===== config.mk =====
export PLATFORM = sky130hd
export DESIGN_NAME = tllhp_ram
export DESIGN_NICKNAME = d
export VERILOG_FILES = /design/src/rtl/core/two_level_local_history_predictor_top_defines.svh /design/src/rtl/core/tllhp_ram.sv
export SDC_FILE = /design/constraint.sdc
export NUM_CORES = 1
export LEC_CHECK = 0
export BUFFER_PORTS_ARGS = -buffer_cell sky130_fd_sc_hd__buf_2
export CAP_MARGIN = 20
export CORE_AREA = 2 2 126 128
export DETAILED_ROUTE_END_ITERATION = 10
export DIE_AREA = 0 0 128 130
export PLACE_DENSITY_LB_ADDON = 0.08
export SKIP_CTS_REPAIR_TIMING = 1
export SYNTH_ARGS = -nofsm -noshare
export SYNTH_HDL_FRONTEND = slang
export SYNTH_SLANG_ARGS = --single-unit

===== constraint.sdc =====
create_clock -name clock -period 2 [get_ports clock]
set_input_delay 0.4 -clock clock [delete_from_list [all_inputs] [get_ports clock]]
set_output_delay 0.4 -clock clock [all_outputs]
set_load 0.05 [all_outputs]

===== src/rtl/core/two_level_local_history_predictor_top_defines.svh =====
// ----------------------------------------------------------------------------
// two level local history predictor assertion macros
// checks compiled for simulation, empty bodies under synthesis
// ----------------------------------------------------------------------------
`ifndef TWO_LEVEL_LOCAL_HISTORY_PREDICTOR_TOP_DEFINES_SVH
`define TWO_LEVEL_LOCAL_HISTORY_PREDICTOR_TOP_DEFINES_SVH

`ifndef SYNTHESIS

// same-cycle implication
`define TLLHP_ASSERT_IMPLY(label, clk, rst, ante, cons) \
   label: assert property (@(posedge clk) disable iff (rst) (ante) |-> (cons)) \
      else $error("tllhp: same-cycle check failed");

// next-cycle implication
`define TLLHP_ASSERT_NEXT(label, clk, rst, ante, cons) \
   label: assert property (@(posedge clk) disable iff (rst) (ante) |=> (cons)) \
      else $error("tllhp: next-cycle check failed");

`else

`define TLLHP_ASSERT_IMPLY(label, clk, rst, ante, cons)
`define TLLHP_ASSERT_NEXT(label, clk, rst, ante, cons)

`endif

`endif


===== src/rtl/core/tllhp_ram.sv =====
// ----------------------------------------------------------------------------
// tllhp_ram
// simple dual port ram, one write and one registered read port, read-first
// ----------------------------------------------------------------------------
module tllhp_ram #(
   parameter int WIDTH = 8,
   parameter int DEPTH = 16
) (
   input  logic                     clock,
   input  logic                     wr_en,
   input  logic [$clog2(DEPTH)-1:0] wr_addr,
   input  logic [WIDTH-1:0]         wr_data,
   input  logic                     rd_en,
   input  logic [$clog2(DEPTH)-1:0] rd_addr,
   output logic [WIDTH-1:0]         rd_data
);

   logic [WIDTH-1:0] mem_ff [DEPTH];
   logic [WIDTH-1:0] rd_data_ff;

   always_ff @(posedge clock) begin
      if (wr_en) begin
         mem_ff[wr_addr] <= wr_data;
      end
      if (rd_en) begin
         rd_data_ff <= mem_ff[rd_addr];
      end
   end

   assign rd_data = rd_data_ff;

endmodule


After elaboration in Yosys (flattened, before gate mapping)

Memory sizes are Yosys's and may differ from the RTL's. A register that Yosys moved wholly into a read port is not among the register bits.
Index checks and enable logic that the tools add are counted.

Mux-type cells: 2

Operators by type and width:

| kind   | count |
|---|---|
| $mux 1 | 2 |

Bits in registers: 0
Memory bits (writable): 128
Logic and storage cells: 3
Memories kept: 1

Memories:

| memory | depth | bits a word | rd ports | clocked after Yosys merged registers in | write ports | line            | text |
|---|---|---|---|---|---|---|---|
| mem_ff | 16    | 8           | 1        | 1                                       | 1           | tllhp_ram.sv:18 | `logic [WIDTH-1:0] mem_ff [DEPTH];` |

Depth between registers and ports, before layout

Word-level depth: 2
Depth in mapped cells: 5
Gate-level depth less buffers: 3

Worst setup path after synthesis

Ideal clock, no wire load.

Path type: in2reg
From: input port wr_addr[2]
To: memory mem_ff[0][0] (enable)
Library setup time: 0.383 ns
Data arrival time: 1.510 ns
Data required time: 1.617 ns
Slack: 0.107 ns
Stages on the path: 2
Buffers on the path: 0
Cell sequence: or3b_2 > nor3_1

RTL lines:

| what               | line            | text |
|---|---|---|
| start: declaration | tllhp_ram.sv:11 | `input logic [$clog2(DEPTH)-1:0] wr_addr,` |
| end: declaration   | tllhp_ram.sv:18 |  |

No word-level cell before the write port.

==> flow_summary_export.csv <==
group,metric,value,unit
pwr,finalPower,6.72,mW
yosys,ys_warn_count,0,
floorplan,die_x,128,um
clock_network,cts_made_buffers,17,
yosys,synth_top_area_share,0.781,
detailed_routing,drc,0,
floorplan,start_util,0.339,
floorplan,dieHeight,130,um
clock_network,clk_path_buf_depth,2,
detailed_routing,wl_met3,367,um
placement,portBuffers,26,
yosys,netlist_top_cells_area,"edfxtp_1 (78%), mux4_2 (7.8%), mux4_1 (7.0%), a22oi_1 (2.3%), nor2_1 (0.93%)",
detailed_routing,num_vias,2456,
yosys,ys_ff_latch,136,
sta,max_freq,654,MHz
sta,finalHoldWorstSlack,0.377,ns
detailed_routing,detail_route.wl_per_cell,22.1,um
floorplan,io_pins,27,
worst_hold_path,hp-start,"wr_data[6]",
detailed_routing,drt_first_pass_iters,4,
sta,rsz0062_at_grt,"no",
detailed_routing,ant_nets,0,
critical_path,worstPathMaxFanout,13,
sta,finalCritPeriodShare,0.764,
finish,nets,312,
clock_network,clockRootBuffer,"clkbuf_16",
sta,setup_viol,0,
critical_path,crit_path_start_kind,"input pin",
worst_hold_path,hold_path_class,"in2reg",
yosys,synth_cells,229,
sta,tns,0,ns
clock_network,h-tree-depth,4,
global_routing,grt_antenna_before_repair,0,
job,drv_cap,0,
global_routing,grt_pass1_wl,16400,um
placement,post-dp-hpwl,7230,um
floorplan,rows,46,
sta,setup_ws,0.471,ns
sta,slew_headroom,0.694,
pwr,power_density,1060,nW/um^2
yosys,synth_edf_count,136,
finish,drive_gt1_frac,0.324,
clock_network,clkSinkCount,136,
detailed_routing,top_layer,"met4",
sta,maxSlewViolCount,0,
detailed_routing,via_per_inst,4.93,
detailed_routing,wl_met2,5340,um
finish,insertedDiodeCount,0,
yosys,synth_common_cells,"edfxtp_1 (136), mux4_2 (18), a22oi_1 (16)",
sta,min_period,1.53,ns
detailed_routing,wl,11000,um
global_routing,grt_overflow,0,
finish,syn_to_final_growth,21.6,%
detailed_routing,drt_iter0_markers,181,
global_routing,grt_max_degree,33,
yosys,async_flop_share,0,
clock_network,clock_latency,0.42,ns
sta,hold_viol,0,
critical_path,r2r_setup_slack,0.48,ns
critical_path,r2r-start,"mem_ff[0][7]",
sta,clock_skew,0.00448,ns
yosys,yosys.area.top_type,"edfxtp_1",
yosys,synth_area_per_cell,22.8,sq um
outcome,status,"completed",
clock_network,clk_pin_slew,0.06,ns
worst_hold_path,hold_depth,1,
yosys,yosysMostFrequentCell,"edfxtp_1",
critical_path,critPathRequiredTime,2.16,ns
pwr,leakage,2.17,nW
worst_hold_path,hold-path-endpoint,"mem_ff[1][6]",
pwr,vdd_drop_max,0.595,mV
critical_path,endpoint_kind,"flip-flop",
finish,n_fill_cell,1347,
yosys,synth_nets,248,
yosys,syn_area,5230,sq um
global_routing,grt_pass1_vias,2585,
floorplan,core_area,15400,sq um
finish,utilization,0.412,
placement,gp_congestion,0.700,
placement,dp_slack,0.0210,ns
critical_path,path_class,"in2reg",
critical_path,r2r-end,"rd_data[7]",
yosys,yosysSeqAreaShare,0.781,
yosys,synth_top_flop_cell,"edfxtp_1",
clock_network,cts_tree,"yes",
sta,worst_pin_slew,0.459,ns
yosys,ys_types,18,
critical_path,worstPathArrival,1.69,ns
floorplan,die_area,16600,sq um
global_routing,track_usage,0.146,
detailed_routing,wl_met1,5120,um
critical_path,ff2ff_path_depth,3,
[cell usage in the layout (no fill, tap or decap)]
| cell type | instances |
|---|---|
| nand3b_1 | 2 |
| or3b_2 | 1 |
| edfxtp_1 | 136 |
| mux4_2 | 18 |
| and2_1 | 1 |
| clkbuf_16 | 17 |
| and2b_1 | 1 |
| nor2_1 | 13 |
| nand2b_1 | 2 |
| nor2b_1 | 1 |
| buf_4 | 26 |
| clkbuf_1 | 2 |
| clkinv_1 | 5 |
| bufinv_16 | 4 |
| clkinv_2 | 4 |
| a22oi_1 | 16 |
| buf_2 | 26 |
| mux4_1 | 14 |
| nor3_1 | 4 |
| buf_12 | 3 |
| nand2_1 | 9 |
| nand3_1 | 1 |
[registers in the layout (all words and copies together), names as in the netlist]
name / cells
rd_data: 8
mem_ff: 128
[cell families after synthesis]
logic type,share of synthesized area
buf+inv,0.0165
simple gates,0.0314
compound gates,0.0230
flops,0.781
mux,0.148
[area by class of cell]
class | instances | area, sq um | share of cell area
well taps | 192 | 240 | 0.0378
multi-input cells | 83 | 1060 | 0.166
flip-flops and latches | 136 | 4080 | 0.642
clock buffers | 19 | 433 | 0.0681
clock inverters | 13 | 159 | 0.0250
repair buffers | 55 | 385 | 0.0606
[routing by layer]
metal / up-vias / track usage
met5: - / 0
met4: 0 / 0.0582
met3: 18 / 0.0418
met2: 47 / 0.235
met1: 1281 / 0.190
li1: 1110 / -
[worst max path at each step]
stage                 startpoint           end  slack, ns  cells past startpoint
floorplan             wr_addr[2]  mem_ff[0][0]       0.11                      2
global placement      rd_addr[0]    rd_data[4]       0.02                      5
detailed placement    rd_addr[0]    rd_data[0]       0.02                      5
CTS                 mem_ff[1][0]    rd_data[0]       0.45                      3
global route          rd_addr[0]    rd_data[1]       0.37                      5
finish                rd_addr[0]    rd_data[4]       0.47                      5
[worst max-delay path, stage by stage]
cell     delay (ns)
buf_2          0.15
buf_12         0.17
mux4_1         0.58
a22oi_1        0.30
nand2_1        0.08
[stage by stage]
stage,instances,cell area (sq um)
3_5_place_dp,466,5770
4_1_cts,498,6360
3_3_place_gp,466,5770
2_1_floorplan,229,5230
5_1_grt,498,6360
6_report,498,6360
[power by group]
part | switching, mW | total (mW) | internal [mW]
clock network | 1.08 | 3.13 | 2.05
logic | 0.221 | 0.356 | 0.135
registers | 0.0153 | 3.23 | 3.21
(Power assumes the default switching activity.)
